<file path="src/design/circular_doubly_linked_list_engine_core_macros.svh">
// Assertion macros for the circular doubly linked list engine.
// Clock clk and active-low reset rst_n are taken from the enclosing module.
`ifndef CIRCULAR_DOUBLY_LINKED_LIST_ENGINE_CORE_MACROS_SVH
`define CIRCULAR_DOUBLY_LINKED_LIST_ENGINE_CORE_MACROS_SVH

// same-cycle implication
`define CDLL_ASSERT_IMP(lbl, ante, cons, msg) \
  lbl: assert property (@(posedge clk) disable iff (!rst_n) (ante) |-> (cons)) \
    else $error(msg);

// next-cycle implication
`define CDLL_ASSERT_NXT(lbl, ante, cons, msg) \
  lbl: assert property (@(posedge clk) disable iff (!rst_n) (ante) |=> (cons)) \
    else $error(msg);

`endif

</file>
<file path="src/design/cdll_pkg.sv">
// Shared types and constants for the circular doubly linked list engine.
// No dependencies; used by cdll_ctrl, cdll_dp and the top level.
`default_nettype none

package cdll_pkg;

  localparam int CAPACITY_DEF = 16;
  localparam int VALUE_W      = 32;
  localparam int FUNC_W       = 3;
  localparam int ST_W         = 2;
  localparam int CNT_W        = 5;
  localparam int IN_TDATA_W   = 32;
  localparam int OUT_TDATA_W  = 40;

  localparam logic [FUNC_W-1:0] FN_FRONT = 3'd0;
  localparam logic [FUNC_W-1:0] FN_BACK  = 3'd1;
  localparam logic [FUNC_W-1:0] FN_SORT  = 3'd2;
  localparam logic [FUNC_W-1:0] FN_DEL   = 3'd3;
  localparam logic [FUNC_W-1:0] FN_READ  = 3'd4;

  typedef enum logic [ST_W-1:0] {
    ST_OK      = 2'd0,
    ST_FULL    = 2'd1,
    ST_EMPTY   = 2'd2,
    ST_MISSING = 2'd3
  } st_t;

  typedef enum logic [3:0] {
    S_IDLE, S_DISP, S_HCHK, S_WCHK, S_LINK1, S_LINK2, S_DCHK, S_RDAT, S_EMIT
  } fsm_t;

  typedef enum logic [3:0] {
    DP_NONE, DP_CAPTURE, DP_SOLO, DP_START, DP_FB, DP_WSTART, DP_WSTEP,
    DP_BRK, DP_BRK_END, DP_BRK_HEAD, DP_LINK1, DP_LINK2, DP_DEL, DP_STEP
  } dp_op_t;

  typedef enum logic [1:0] {
    RA_HEAD, RA_NRD, RA_CUR
  } rd_sel_t;

  typedef struct packed {
    dp_op_t  op;
    rd_sel_t rd_sel;
    logic    out_load;
    logic    out_elem;
    logic    out_last;
    st_t     out_st;
  } cmd_t;

  typedef struct packed {
    logic [FUNC_W-1:0] func;
    logic              cnt_zero;
    logic              full;
    logic              vrd_lt;
    logic              vrd_eq;
    logic              nrd_is_head;
    logic              idx_last;
    logic              out_free;
  } stat_t;

endpackage

`default_nettype wire

</file>
<file path="src/design/cdll_dp.sv">
// Datapath: node pool memories, valid bits, head, count, walk registers, output register.
// Depends on cdll_pkg; driven by commands from cdll_ctrl.
`default_nettype none

module cdll_dp
  import cdll_pkg::*;
#(
  parameter int CAPACITY = CAPACITY_DEF
) (
  input  wire logic                          clk,
  input  wire logic                          rst_n,
  input  wire cmd_t                          cmd,
  output stat_t                              stat,
  input  wire logic [FUNC_W-1:0]             in_func,
  input  wire logic signed [VALUE_W-1:0]     in_value,
  input  wire logic                          out_ready,
  output logic                               out_valid,
  output st_t                                out_st,
  output logic signed [VALUE_W-1:0]          out_elem,
  output logic                               out_last,
  output logic [CNT_W-1:0]                   out_cnt
);

  localparam int IW = $clog2(CAPACITY);
  localparam int CW = $clog2(CAPACITY + 1);

  logic signed [VALUE_W-1:0] mem_val [CAPACITY];
  logic [IW-1:0]             mem_nxt [CAPACITY];
  logic [IW-1:0]             mem_prv [CAPACITY];

  logic [CAPACITY-1:0]       valid_r, valid_nxt;
  logic [IW-1:0]             head_r, head_nxt;
  logic [CW-1:0]             cnt_r, cnt_nxt;
  logic [FUNC_W-1:0]         func_r;
  logic signed [VALUE_W-1:0] v_r;
  logic [IW-1:0]             n_r, cur_r, nx_r, p_r, s_r;
  logic [CW-1:0]             idx_r;
  logic                      front_r;

  logic signed [VALUE_W-1:0] vrd_r;
  logic [IW-1:0]             nrd_r, prd_r;
  logic [IW-1:0]             rd_addr;
  logic [IW-1:0]             free_idx;

  logic                      val_we, nxt_we, prv_we;
  logic [IW-1:0]             val_wa, nxt_wa, prv_wa, nxt_wd, prv_wd;

  logic                      out_valid_r;
  st_t                       out_st_r;
  logic signed [VALUE_W-1:0] out_elem_r;
  logic                      out_last_r;
  logic [CNT_W-1:0]          out_cnt_r;
  logic [31:0]               cnt_ext;

  // lowest free pool entry
  always_comb begin
    free_idx = '0;
    for (int i = CAPACITY - 1; i >= 0; i--) begin
      if (!valid_r[i]) free_idx = IW'(i);
    end
  end

  always_comb begin
    case (cmd.rd_sel)
      RA_HEAD: rd_addr = head_r;
      RA_NRD:  rd_addr = nrd_r;
      RA_CUR:  rd_addr = cur_r;
      default: rd_addr = head_r;
    endcase
  end

  // memory write ports
  always_comb begin
    val_we = 1'b0; val_wa = n_r;
    nxt_we = 1'b0; nxt_wa = n_r; nxt_wd = n_r;
    prv_we = 1'b0; prv_wa = n_r; prv_wd = n_r;
    case (cmd.op)
      DP_SOLO: begin
        val_we = 1'b1;
        nxt_we = 1'b1;
        prv_we = 1'b1;
      end
      DP_LINK1: begin
        val_we = 1'b1;
        nxt_we = 1'b1; nxt_wd = s_r;
        prv_we = 1'b1; prv_wd = p_r;
      end
      DP_LINK2: begin
        nxt_we = 1'b1; nxt_wa = p_r;
        prv_we = 1'b1; prv_wa = s_r;
      end
      DP_DEL: begin
        if (nrd_r != cur_r) begin
          nxt_we = 1'b1; nxt_wa = prd_r; nxt_wd = nrd_r;
          prv_we = 1'b1; prv_wa = nrd_r; prv_wd = prd_r;
        end
      end
      default: ;
    endcase
  end

  always_ff @(posedge clk) begin
    if (val_we) mem_val[val_wa] <= v_r;
    vrd_r <= mem_val[rd_addr];
  end

  always_ff @(posedge clk) begin
    if (nxt_we) mem_nxt[nxt_wa] <= nxt_wd;
    nrd_r <= mem_nxt[rd_addr];
  end

  always_ff @(posedge clk) begin
    if (prv_we) mem_prv[prv_wa] <= prv_wd;
    prd_r <= mem_prv[rd_addr];
  end

  // list control state
  always_comb begin
    valid_nxt = valid_r;
    head_nxt  = head_r;
    cnt_nxt   = cnt_r;
    case (cmd.op)
      DP_SOLO: begin
        valid_nxt[n_r] = 1'b1;
        head_nxt       = n_r;
        cnt_nxt        = CW'(cnt_r + CW'(1));
      end
      DP_LINK1: begin
        valid_nxt[n_r] = 1'b1;
        cnt_nxt        = CW'(cnt_r + CW'(1));
      end
      DP_LINK2: begin
        if (front_r) head_nxt = n_r;
      end
      DP_DEL: begin
        valid_nxt[cur_r] = 1'b0;
        if (nrd_r == cur_r) begin
          head_nxt = '0;
          cnt_nxt  = '0;
        end else begin
          if (cur_r == head_r) head_nxt = nrd_r;
          cnt_nxt = CW'(cnt_r - CW'(1));
        end
      end
      default: ;
    endcase
  end

  always_ff @(posedge clk) begin
    if (!rst_n) begin
      valid_r <= '0;
      head_r  <= '0;
      cnt_r   <= '0;
    end else begin
      valid_r <= valid_nxt;
      head_r  <= head_nxt;
      cnt_r   <= cnt_nxt;
    end
  end

  // walk and request registers
  always_ff @(posedge clk) begin
    case (cmd.op)
      DP_CAPTURE: begin
        func_r <= in_func;
        v_r    <= in_value;
        n_r    <= free_idx;
      end
      DP_START: begin
        cur_r <= head_r;
        idx_r <= '0;
      end
      DP_FB: begin
        p_r     <= prd_r;
        s_r     <= head_r;
        front_r <= (func_r != FN_BACK);
      end
      DP_WSTART: begin
        cur_r <= head_r;
        nx_r  <= nrd_r;
      end
      DP_WSTEP: begin
        cur_r <= nx_r;
        nx_r  <= nrd_r;
      end
      DP_BRK: begin
        p_r     <= cur_r;
        s_r     <= nx_r;
        front_r <= 1'b0;
      end
      DP_BRK_END: begin
        p_r     <= nx_r;
        s_r     <= nrd_r;
        front_r <= 1'b0;
      end
      DP_BRK_HEAD: begin
        p_r     <= head_r;
        s_r     <= nrd_r;
        front_r <= 1'b0;
      end
      DP_STEP: begin
        cur_r <= nrd_r;
        idx_r <= CW'(idx_r + CW'(1));
      end
      default: ;
    endcase
  end

  // output register
  assign cnt_ext = 32'(cnt_r);

  always_ff @(posedge clk) begin
    if (!rst_n) begin
      out_valid_r <= 1'b0;
    end else if (cmd.out_load) begin
      out_valid_r <= 1'b1;
    end else if (out_ready) begin
      out_valid_r <= 1'b0;
    end
  end

  always_ff @(posedge clk) begin
    if (cmd.out_load) begin
      out_st_r   <= cmd.out_st;
      out_elem_r <= cmd.out_elem ? vrd_r : '0;
      out_last_r <= cmd.out_last;
      out_cnt_r  <= cnt_ext[CNT_W-1:0];
    end
  end

  assign out_valid = out_valid_r;
  assign out_st    = out_st_r;
  assign out_elem  = out_elem_r;
  assign out_last  = out_last_r;
  assign out_cnt   = out_cnt_r;

  assign stat.func        = func_r;
  assign stat.cnt_zero    = (cnt_r == '0);
  assign stat.full        = &valid_r;
  assign stat.vrd_lt      = (vrd_r < v_r);
  assign stat.vrd_eq      = (vrd_r == v_r);
  assign stat.nrd_is_head = (nrd_r == head_r);
  assign stat.idx_last    = (CW'(idx_r + CW'(1)) == cnt_r);
  assign stat.out_free    = !out_valid_r || out_ready;

endmodule

`default_nettype wire

</file>
<file path="src/design/cdll_ctrl.sv">
// Controller state machine: sequences each request over the datapath.
// Depends on cdll_pkg; talks to cdll_dp through cmd_t and stat_t.
`default_nettype none

module cdll_ctrl
  import cdll_pkg::*;
(
  input  wire logic  clk,
  input  wire logic  rst_n,
  input  wire logic  in_valid,
  output logic       in_ready,
  input  wire stat_t stat,
  output cmd_t       cmd
);

  fsm_t state_r, state_nxt;
  st_t  st_r, st_nxt;

  always_ff @(posedge clk) begin
    if (!rst_n) begin
      state_r <= S_IDLE;
      st_r    <= ST_OK;
    end else begin
      state_r <= state_nxt;
      st_r    <= st_nxt;
    end
  end

  // next state
  always_comb begin
    state_nxt = state_r;
    case (state_r)
      S_IDLE: if (in_valid) state_nxt = S_DISP;
      S_DISP: begin
        if (stat.func inside {FN_FRONT, FN_BACK, FN_SORT}) begin
          if (stat.full || stat.cnt_zero) state_nxt = S_EMIT;
          else                             state_nxt = S_HCHK;
        end else if (stat.func == FN_DEL) begin
          state_nxt = stat.cnt_zero ? S_EMIT : S_DCHK;
        end else if (stat.func == FN_READ) begin
          state_nxt = stat.cnt_zero ? S_EMIT : S_RDAT;
        end else begin
          state_nxt = S_EMIT;
        end
      end
      S_HCHK: begin
        if (stat.func == FN_SORT && stat.vrd_lt && !stat.nrd_is_head) state_nxt = S_WCHK;
        else                                                         state_nxt = S_LINK1;
      end
      S_WCHK: if (!stat.vrd_lt || stat.nrd_is_head) state_nxt = S_LINK1;
      S_LINK1: state_nxt = S_LINK2;
      S_LINK2: state_nxt = S_EMIT;
      S_DCHK:  if (stat.vrd_eq || stat.idx_last) state_nxt = S_EMIT;
      S_RDAT:  if (stat.out_free && stat.idx_last) state_nxt = S_IDLE;
      S_EMIT:  if (stat.out_free) state_nxt = S_IDLE;
      default: state_nxt = S_IDLE;
    endcase
  end

  // outputs
  always_comb begin
    cmd          = '{op: DP_NONE, rd_sel: RA_HEAD, out_load: 1'b0, out_elem: 1'b0,
                     out_last: 1'b1, out_st: st_r};
    st_nxt       = st_r;
    in_ready     = 1'b0;
    case (state_r)
      S_IDLE: begin
        in_ready = 1'b1;
        if (in_valid) cmd.op = DP_CAPTURE;
      end
      S_DISP: begin
        st_nxt = ST_OK;
        if (stat.func inside {FN_FRONT, FN_BACK, FN_SORT}) begin
          if (stat.full)          st_nxt = ST_FULL;
          else if (stat.cnt_zero) cmd.op = DP_SOLO;
        end else if (stat.func == FN_DEL || stat.func == FN_READ) begin
          if (stat.cnt_zero) st_nxt = ST_EMPTY;
          else               cmd.op = DP_START;
        end
      end
      S_HCHK: begin
        if (stat.func == FN_SORT && stat.vrd_lt) begin
          if (stat.nrd_is_head) begin
            cmd.op = DP_BRK_HEAD;
          end else begin
            cmd.op     = DP_WSTART;
            cmd.rd_sel = RA_NRD;
          end
        end else begin
          cmd.op = DP_FB;
        end
      end
      S_WCHK: begin
        if (!stat.vrd_lt) begin
          cmd.op = DP_BRK;
        end else if (stat.nrd_is_head) begin
          cmd.op = DP_BRK_END;
        end else begin
          cmd.op     = DP_WSTEP;
          cmd.rd_sel = RA_NRD;
        end
      end
      S_LINK1: cmd.op = DP_LINK1;
      S_LINK2: begin
        cmd.op = DP_LINK2;
        st_nxt = ST_OK;
      end
      S_DCHK: begin
        if (stat.vrd_eq) begin
          cmd.op = DP_DEL;
          st_nxt = ST_OK;
        end else if (stat.idx_last) begin
          st_nxt = ST_MISSING;
        end else begin
          cmd.op     = DP_STEP;
          cmd.rd_sel = RA_NRD;
        end
      end
      S_RDAT: begin
        if (stat.out_free) begin
          cmd.op       = DP_STEP;
          cmd.rd_sel   = RA_NRD;
          cmd.out_load = 1'b1;
          cmd.out_elem = 1'b1;
          cmd.out_last = stat.idx_last;
          cmd.out_st   = ST_OK;
        end else begin
          // hold the current element on the read port
          cmd.rd_sel = RA_CUR;
        end
      end
      S_EMIT: cmd.out_load = stat.out_free;
      default: ;
    endcase
  end

endmodule

`default_nettype wire

</file>
<file path="src/design/circular_doubly_linked_list_engine_core.sv">
// Circular doubly linked list engine over a pool of CAPACITY nodes. One request is
// worked at a time; in_tready is high only between requests. An insert into an empty
// list or a full pool, an unused code, or a delete or read out of an empty list goes
// from dispatch straight to the result; insert front or back links the node in the
// link states; a sorted insert first walks nodes past the head; a delete compares
// nodes in turn; a read out gives one element per cycle while the output is free.
// The walks use the single read port of the node value and link memories, one linked
// node per cycle. Output stalls hold the read out between elements and hold every
// other request in its final state until the output register frees; one finished
// result may wait in the output register while the next request is accepted.
`default_nettype none

`include "circular_doubly_linked_list_engine_core_macros.svh"

module circular_doubly_linked_list_engine_core
  import cdll_pkg::*;
#(
  parameter int CAPACITY = CAPACITY_DEF
) (
  input  wire logic                   clk,
  input  wire logic                   rst_n,
  input  wire logic                   in_tvalid,
  output logic                        in_tready,
  input  wire logic [IN_TDATA_W-1:0]  in_tdata,   // [31:0] value
  input  wire logic [FUNC_W-1:0]      in_tuser,   // [2:0] func
  output logic                        out_tvalid,
  input  wire logic                   out_tready,
  output logic [OUT_TDATA_W-1:0]      out_tdata,  // [31:0] element, [36:32] count, rest zero
  output logic [ST_W-1:0]             out_tuser,  // [1:0] status
  output logic                        out_tlast
);

  cmd_t                      cmd;
  stat_t                     stat;
  st_t                       out_st;
  logic signed [VALUE_W-1:0] out_elem;
  logic [CNT_W-1:0]          out_cnt;

  cdll_ctrl u_ctrl (
    .clk      (clk),
    .rst_n    (rst_n),
    .in_valid (in_tvalid),
    .in_ready (in_tready),
    .stat     (stat),
    .cmd      (cmd)
  );

  cdll_dp #(
    .CAPACITY (CAPACITY)
  ) u_dp (
    .clk       (clk),
    .rst_n     (rst_n),
    .cmd       (cmd),
    .stat      (stat),
    .in_func   (in_tuser),
    .in_value  (in_tdata[VALUE_W-1:0]),
    .out_ready (out_tready),
    .out_valid (out_tvalid),
    .out_st    (out_st),
    .out_elem  (out_elem),
    .out_last  (out_tlast),
    .out_cnt   (out_cnt)
  );

  assign out_tdata = {{(OUT_TDATA_W - VALUE_W - CNT_W){1'b0}}, out_cnt, out_elem};
  assign out_tuser = out_st;

  `CDLL_ASSERT_NXT(a_busy_after_accept, in_tvalid && in_tready, !in_tready, "accept while busy")
  `CDLL_ASSERT_IMP(a_partial_ok, out_tvalid && !out_tlast, out_tuser == ST_OK, "bad mid status")
  `CDLL_ASSERT_IMP(a_full_count, out_tvalid && out_tuser == ST_FULL, out_cnt == CNT_W'(CAPACITY), "full but count short")
  `CDLL_ASSERT_IMP(a_empty_count, out_tvalid && out_tuser == ST_EMPTY, out_cnt == '0, "empty but count set")

endmodule

`default_nettype wire

</file>
<file path="config.mk">
export PLATFORM = sky130hd
export DESIGN_NAME = circular_doubly_linked_list_engine_core
export DESIGN_NICKNAME = d
export VERILOG_FILES = /design/src/design/cdll_pkg.sv /design/src/design/cdll_dp.sv /design/src/design/cdll_ctrl.sv /design/src/design/circular_doubly_linked_list_engine_core.sv
export VERILOG_INCLUDE_DIRS = /design/src /design/src/design
export SDC_FILE = /design/constraint.sdc
export NUM_CORES = 1
export LEC_CHECK = 0
export ABC_AREA = 1
export ABC_CLOCK_PERIOD_IN_PS = 7400
export BUFFER_PORTS_ARGS = -buffer_cell sky130_fd_sc_hd__buf_2
export CORE_UTILIZATION = 35
export DETAILED_ROUTE_END_ITERATION = 8
export SYNTH_ARGS = -nofsm -noshare
export SYNTH_HDL_FRONTEND = slang
export SYNTH_HIERARCHICAL = 1
export SYNTH_SLANG_ARGS = --single-unit
export TNS_END_PERCENT = 30
</file>
<file path="constraint.sdc">
create_clock -name clk -period 7.4 [get_ports clk]
set_clock_uncertainty 0.1 [all_clocks]
set_input_delay 1.11 -clock clk [delete_from_list [all_inputs] [get_ports clk]]
set_output_delay 1.11 -clock clk [all_outputs]
set_load 0.01 [all_outputs]
</file>
==> impl_results.md, run 1 <==
* Result of the run: finished clean
* TritonCTS clock tree: done
* Gpl congestion at roughly 0.89
* Root Buffer: clkbuf_16
* CP most frequent cell: nand2_1
* Proportion of synthesized area in mux cells at 0%
* Crit-path max FO at 98
* Crit path launch type: flop
* Drt pass-1 iters at 6
* H-tree Lvls at 3
* Core area at ~97000 um^2
* Max clock buf depth at 3
* Critical path's slowest cell: nor4_1
* Asr flop ratio synth at 0%
* Slowest stage delay, CP at 0.75 ns
* PwrDens at about 350 nW/um^2
* List of most frequent post-synthesis cells: 741 x edfxtp_1, 267 x nor2_1, 251 x nand2_1, 247 x o211ai_1, 236 x o21ai_0
* Net count, final at approximately 2800
* Min cycle time layout at 6.015 ns
* Simple-Gate Fraction of Synth Area at 11.89%
* Global-route wire length before repair at about 130000 um
* Initial Util at 35.27%
* Reg2reg setup slack at between 1 and 1.5 ns
* Hold EP: u_dp/out_cnt[4]$_DFFE_PP_
* Final setup vio count at 0
* Synth Flop Type: edfxtp_1
* Required @ worst endpoint at 7.90 ns
* Clk_lat worst skew at 0.66 ns
* Final HPWL DP at 45390 um
* Grt ovf at 0
* Synth area leaders: edfxtp_1 65%, o211ai_1 5.4%, dfxtp_1 4.2%
* Worst reg-to-reg path cell count at 25
* Remaining DRCs at 0
* Hold buffers post-CTS at 0
* Fmax at 0.1663 GHz
* Layout cells sized above 1 at between 10% and 20%
* Adder-cell share of the synthesized area at 1.396%
* Endpoints failing hold at 0
* Area leader, netlist: edfxtp_1
* Post-synthesis cell area at 34050 um^2
* Largest net degree at the start of global routing at 221
* Hold Crit Class: flop to flop
* Post-route insts no fill at around 4100
* Post-synthesis compound-gate area fraction at 12.65%
* Initial antenna violation count at 1
* XOR/XNOR Fraction of Synth Area at 0.3858%
* Post-Syn Instances at 2702
* Fin. max-slew vios at 0
* Register area share after synthesis at 69.57%
* Setup bufs post-CTS at 0
* Final core utilization at around two fifths
* Critical R2R Capture: u_dp/vrd_r[5]$_DFF_P_
* WL final at 87910 um
* Kind of cell adding the most delay to the critical path: simple AND/OR/NAND/NOR gates
* Fin crit share at between 80% and 90%
* CP arrival at 6.51 ns
* Largest family of logic cells by synthesized area: compound AO/OA/AOI/OAI gates
* Area grow syn2layout at 13.20%
* CP bufs+invs at 6
* HP Start: u_dp/cnt_r[4]$_SDFFE_PN0P_
* Vias per Instance at 5.257
* Setup TNS at 0 ns
* CP Class: flop to flop
* Setup crit end kind: flop
* Clock sinks at a little over 800
* Average routed wire per standard cell at 21.42 um
* RSZ-0062 raised after global routing: no
* I/O pins at 84
* Initial DRC count at ~1800
* Worst Hold Depth at 0
* Cells after DPL at 3950
* Post-DRT Antenna Nets at 0
* FF+latch count, synth at 813
* Die width at 313.9 um
* I/O Buffers at 80
* Max-cap violations at 0
* Post_cts resized at 0
* Die Y at 313.9 um
* Pin slew with the least headroom to its limit at 0.9920 ns
* Worst r2r src: u_dp/v_r[26]$_DFFE_PN_
* Avg Inst Size Synth at roughly 13 um^2
* YS warnings at 6
* ANT cells at 0
* Leakage power at 12.82 nW
* Post-synth EDFFs at 741
* Worst VDD drop at 282.8 uV
* GRT Util Overall at between 10% and 20%
* Total CTS buffers at 83
* Clock-pin transition on the worst setup and hold timing paths at 0.06 ns
* Max-slew headroom at between 30% and 40%
* Full die area at 98550 um^2
* Vias in the first global route at approximately 21000
* DR vias at 21580
* Most frequent cell after synthesis: edfxtp_1
* Row cnt at ~110
* Post-synth cell types at between 50 and 60
* # fillers at ~9000
* Share of the synthesized area in the top cell type at 65.34%
* Crit. path cell count at 25
-- how the worst max path moves through the flow --
| stage | startpoint | endpoint | slack (ns) |
|---|---|---|---|
| finish | u_dp/v_r[26]$_DFFE_PN_ | u_dp/vrd_r[5]$_DFF_P_ | 1.38 |
| global route | u_dp/v_r[26]$_DFFE_PN_ | u_dp/vrd_r[7]$_DFF_P_ | 0.86 |
| CTS | u_dp/v_r[26]$_DFFE_PN_ | u_dp/prd_r[1]$_DFF_P_ | 1.30 |
| detailed placement | u_dp/v_r[26]$_DFFE_PN_ | u_dp/prd_r[1]$_DFF_P_ | 1.31 |
| global placement | u_dp/v_r[26]$_DFFE_PN_ | u_dp/prd_r[1]$_DFF_P_ | 1.36 |
| floorplan | u_dp/v_r[15]$_DFFE_PN_ | u_dp/func_r[0]$_DFFE_PN_ | 1.80 |
-- sequential cells by signal, indices dropped and copies added, names as in the netlist, 5 cells and up --
signal and flops:
u_dp/mem_val 512, u_dp/mem_nxt 64, u_dp/mem_prv 64, u_dp/out_elem 32
u_dp/v_r 32, u_dp/vrd_r 32, u_dp/valid_r 16, u_dp/cnt_r 5
u_dp/idx_r 5, u_dp/out_cnt 5
-- cell type report --
class | instances | area [um^2] | area share [%]
repair buffers | 119 | 755.7 | 1.960
clock buffers | 109 | 2205 | 5.719
well taps | 1276 | 1597 | 4.142
flip-flops and latches | 813 | 23690 | 61.46
multi-input cells | 1570 | 9096 | 23.60
clock inverters | 46 | 533.0 | 1.383
inverters | 172 | 670.6 | 1.740
-- per-layer routing --
layer,GRT usage (%),up-vias,wire (um)
met2,29.58,619,43280
met4,4.645,2,1716
met3,2.612,129,4865
met5,0,-,11
met1,23.54,10800,38030
li1,-,10030,-
-- per-stage QoR --
step	total power, mW	cell area [um^2]	setup slack, ns	hold WS, ns
after floorplan	8.319	34060	1.798	0.3308
after global placement	9.414	35810	1.361	0.3685
after detailed placement	9.450	35810	1.312	0.3556
after CTS	13.64	38550	1.304	0.3807
after global routing	14.20	38550	0.8573	0.3884
final	13.54	38550	1.385	0.3725
-- cells by family (layout without fill, tap and decap cells) --
| logic type | Yosys count | in the layout |
|---|---|---|
| other cells | 1 | 3 |
| xor+xnor | 15 | 15 |
| simple gates | 844 | 844 |
| flops | 813 | 813 |
| fa+ha+maj | 38 | 38 |
| compound gates | 670 | 670 |
| buf+inv | 321 | 446 |
-- cells in the final DEF (no fill, tap or decap), types with 5 or more instances in the layout --
master,count
clkinv_1,12
nand4_1,18
or2_0,121
o221ai_1,45
inv_2,13
bufinv_16,7
clkbuf_16,83
nor2_2,10
clkinv_2,13
dfxtp_1,72
o2111ai_1,6
a31oi_1,12
ha_1,38
nand3_2,13
inv_6,5
nand2_2,11
nor2_1,267
buf_4,34
inv_1,154
nor3_2,17
or2_2,31
buf_2,80
nand3_1,71
nand2_1,250
or2_1,7
nand2_4,5
o21ai_1,46
clkbuf_1,23
edfxtp_1,741
buf_12,5
xor2_1,13
a211oi_1,17
a21oi_1,39
o21ai_0,236
o211ai_1,247
nor3_1,6
-- power by group --
group | leakage, nW | switching [mW] | internal, mW
Sequential | 7.33 | 0.442 | 5.73
Combinational | 4.16 | 2.24 | 0.947
Clock | 1.33 | 1.81 | 2.38
Total | 12.8 | 4.49 | 9.05
Note: power is estimated with default switching activity, not from simulation.
==> run 2, diff against run 1 <==
--- a/config.mk
+++ b/config.mk
@@ -7,7 +7,7 @@
 export NUM_CORES = 1
 export LEC_CHECK = 0
 export ABC_AREA = 1
-export ABC_CLOCK_PERIOD_IN_PS = 7400
+export ABC_CLOCK_PERIOD_IN_PS = 5040
 export BUFFER_PORTS_ARGS = -buffer_cell sky130_fd_sc_hd__buf_2
 export CORE_UTILIZATION = 35
 export DETAILED_ROUTE_END_ITERATION = 8
==> constraint.sdc (replaced) <==
create_clock -name clk -period 5.04 [get_ports clk]
set_clock_uncertainty 0.1 [all_clocks]
set_input_delay 0.756 -clock clk [delete_from_list [all_inputs] [get_ports clk]]
set_output_delay 0.756 -clock clk [all_outputs]
set_load 0.01 [all_outputs]
==> run 2 against run 1 <==
Sequential cell count stayed put. Highest routed layer unchanged. Die area stayed put. Routed wire length is 2.9% higher. Critical endpoint is now u_dp/mem_prv[4][1]$_DFFE_PP_. Global-route usage is 0.64 points higher. Largest power group unchanged.
==> impl_results.md, run 2 (synthesis results as in run 1) <==
* Register with the most flip-flops: u_dp/mem_val
* Result of the run: finished clean
* Initial antenna violation count at 2 (+1)
* Global-route wire length before repair at 135800 um (+4.5%)
* Worst r2r src: u_dp/v_r[27]$_DFFE_PN_
* Clk_lat worst skew at 0.66 ns (about the same)
* Worst Setup SP: u_dp/v_r[27]$_DFFE_PN_
* Final HPWL DP at 58300 um (+28%)
* Most common cell after layout, fill and taps aside: edfxtp_1
* Max clock buf depth at 3 (unchanged)
* Max-slew headroom at 44.88% (+11 points)
* Setup bufs post-CTS at 0 (unchanged)
* Design area at 41430 um^2 (+7.5%)
* Cells after DPL at 4198 (+6.3%)
* Global route hottest layer: met2
* Met3 GRT Util at 2.942% (+0.33 points)
* Leakage power at 14.35 nW (+12%)
* Fin crit share at 92.07% (+11 points)
* Crit path launch type: flop
* Die Y at 313.9 um (unchanged)
* Met1 Use GR at 24.27% (+0.73 points)
* Fmax at 0.2155 GHz (+30%)
* Largest net degree at the start of global routing at 62 (-72%)
* Average routed wire per standard cell at 20.77 um (-3.0%)
* Total CTS buffers at 86 (+3.6%)
* Final worst slack at 0.3999 ns (-0.9851 ns)
* Post-route insts no fill at 4357 (+6.1%)
* Net count, final at 3087 (+8.9%)
* Remaining DRCs at 0 (unchanged)
* PwrDens at 507.1 nW/um^2 (+44%)
* Worst reg-to-reg path cell count at 26 (+4.0%)
* Clock sinks at 813 (unchanged)
* Layout cells sized above 1 at 20.25% (+7.4 points)
* Top Registers: u_dp/mem_val (512), u_dp/mem_nxt (64), u_dp/mem_prv (64)
* Drt pass-1 iters at 5 (-1)
* Grt ovf at 0 (unchanged)
* Area grow syn2layout at 21.67%
* Row cnt at 114 (unchanged)
* Root Buffer: clkbuf_16
* Required @ worst endpoint at 5.24 ns (-2.66 ns)
* Multi-input gate area at 9102 um^2 (about the same)
* Reg2reg setup slack at 0.40 ns (-0.99 ns)
* Vias in the first global route at 22130 (+7.8%)
* CP Class: flop to flop
* I/O pins at 84 (unchanged)
* Met2 usage at 30.31% (+0.73 points)
* Setup WS pre-CTS at 0.1520 ns (-1.160 ns)
* Final core utilization at 42.91% (+3.0 points)
* Initial Util at 35.27% (unchanged)
* Largest register FFs at 512 (unchanged)
* GRT Util Overall at 18.18% (+0.64 points)
* I/O Buffers at 80 (unchanged)
* WL final at 90500 um (+2.9%)
* Core area at 96570 um^2 (unchanged)
* Hold_ws at 0.1656 ns (-0.2068 ns)
* Hold Crit Class: input pin to flop
* TritonCTS clock tree: done
* Worst VDD drop at 270.1 uV (-4.5%)
* Most frequent cells in the layout: 741 x edfxtp_1, 267 x nor2_1, 250 x nand2_1
* Max-cap violations at 0 (unchanged)
* CP arrival at 4.84 ns (-1.67 ns)
* Full die area at 98550 um^2 (unchanged)
* Post-DRT Antenna Nets at 0 (unchanged)
* Endpoints failing hold at 0 (unchanged)
* # fillers at 8787 (-1.9%)
* Pin slew with the least headroom to its limit at 0.8205 ns (-0.1715 ns)
* Fin. max-slew vios at 0 (unchanged)
* Final setup vio count at 0 (unchanged)
* Sequential Area at 23690 um^2 (unchanged)
* Gpl congestion at 0.8853 (-0.53%)
* Vias per Instance at 5.163 (-1.8%)
* Min cycle time layout at 4.640 ns (-1.375 ns)
* H-tree Lvls at 3 (unchanged)
* ANT cells at 0 (unchanged)
* Crit-path max FO at 4 (-96%)
* Clock-pin transition on the worst setup and hold timing paths at 0.06 ns (about the same)
* Die width at 313.9 um (unchanged)
* Critical R2R Capture: u_dp/mem_prv[4][1]$_DFFE_PP_
* Area after DPL at 38640 um^2 (+7.9%)
* Crit path to: u_dp/mem_prv[4][1]$_DFFE_PP_
* Setup crit end kind: flop
* Initial DRC count at 2203 (+19%)
* RSZ-0062 raised after global routing: no
* DR vias at 22500 (+4.2%)
## run 2: changes by cell type in the layout (fill, tap and decap cells not counted), moves of 2 or more
cell,before,now
clkinv_1,12,10
clkbuf_1,23,16
clkinvlp_4,2,5
inv_6,5,3
clkinv_2,13,25
o21ai_1,46,48
clkbuf_16,83,86
buf_12,5,82
buf_4,34,205
o21ai_0,236,234
## run 2: layout make-up
cell class,instances,area share (%)
clock buffers,105,5.439
repair buffers,367,8.643
clock inverters,54,1.295
multi-input cells,1570,21.97
flip-flops and latches,813,57.18
inverters,172,1.619
well taps,1276,3.853
## run 2: timing repair
item                       4_1_cts  5_1_grt
setup endpoints to repair        0      133
hold buffers                     0        0
resized for setup                0        2
## run 2: layer usage
metal	wire length, um	vias to the layer above
met1	39820	11170
li1	-	10550
met4	2013	2
met3	4960	146
met2	43690	623
met5	13	-
## run 2: worst max-delay path, cell delays in order, from the launching register on
cell and delay (ns):
edfxtp_1 0.35, inv_1 0.05, ha_1 0.29, nand2_1 0.08
nor2_1 0.49, nand2_1 0.16, nor4_1 0.20, buf_4 0.15
nand2_1 0.06, nand2_1 0.08, nand2_1 0.04, nand2_1 0.13
inv_1 0.10, buf_4 0.15, nand2_1 0.05, nand2_1 0.04
nor2_1 0.08, o2111ai_1 0.20, nor2_2 0.29, nand2_8 0.13
nand2_8 0.11, inv_6 0.05, nand2_8 0.06, nand2_4 0.06
a211oi_4 0.31, nand3_2 0.15, nor2_1 0.33
## run 2: how the worst min path moves through the flow
stage,slack [ns],to,startpoint,depth (start not counted)
2_1_floorplan,0.33,u_dp/out_cnt[4]$_DFFE_PP_,u_dp/cnt_r[4]$_SDFFE_PN0P_,0
3_3_place_gp,0.38,u_dp/out_cnt[4]$_DFFE_PP_,u_dp/cnt_r[4]$_SDFFE_PN0P_,0
3_5_place_dp,0.38,u_dp/out_cnt[4]$_DFFE_PP_,u_dp/cnt_r[4]$_SDFFE_PN0P_,0
4_1_cts,0.13,u_dp/v_r[6]$_DFFE_PN_,in_tdata[6],1
5_1_grt,0.15,u_dp/v_r[26]$_DFFE_PN_,in_tdata[26],1
6_report,0.17,u_dp/v_r[18]$_DFFE_PN_,in_tdata[18],1
## run 2: stage by stage
| step | TNS [ns] | total power [mW] |
|---|---|---|
| after floorplan | -215.97 | 12.21 |
| after global placement | 0 | 14.89 |
| after detailed placement | 0 | 14.94 |
| after CTS | 0 | 21.18 |
| after global routing | 0 | 22.04 |
| final | 0 | 21.01 |
## run 2: where the power goes
| group | switching [mW] | leakage, nW | internal [mW] | total [mW] |
|---|---|---|---|---|
| registers | 0.435 | 7.33 | 8.38 | 8.82 |
| logic | 3.80 | 5.66 | 2.17 | 5.97 |
| clock network | 2.70 | 1.36 | 3.53 | 6.22 |
| total | 6.94 | 14.4 | 14.1 | 21.0 |
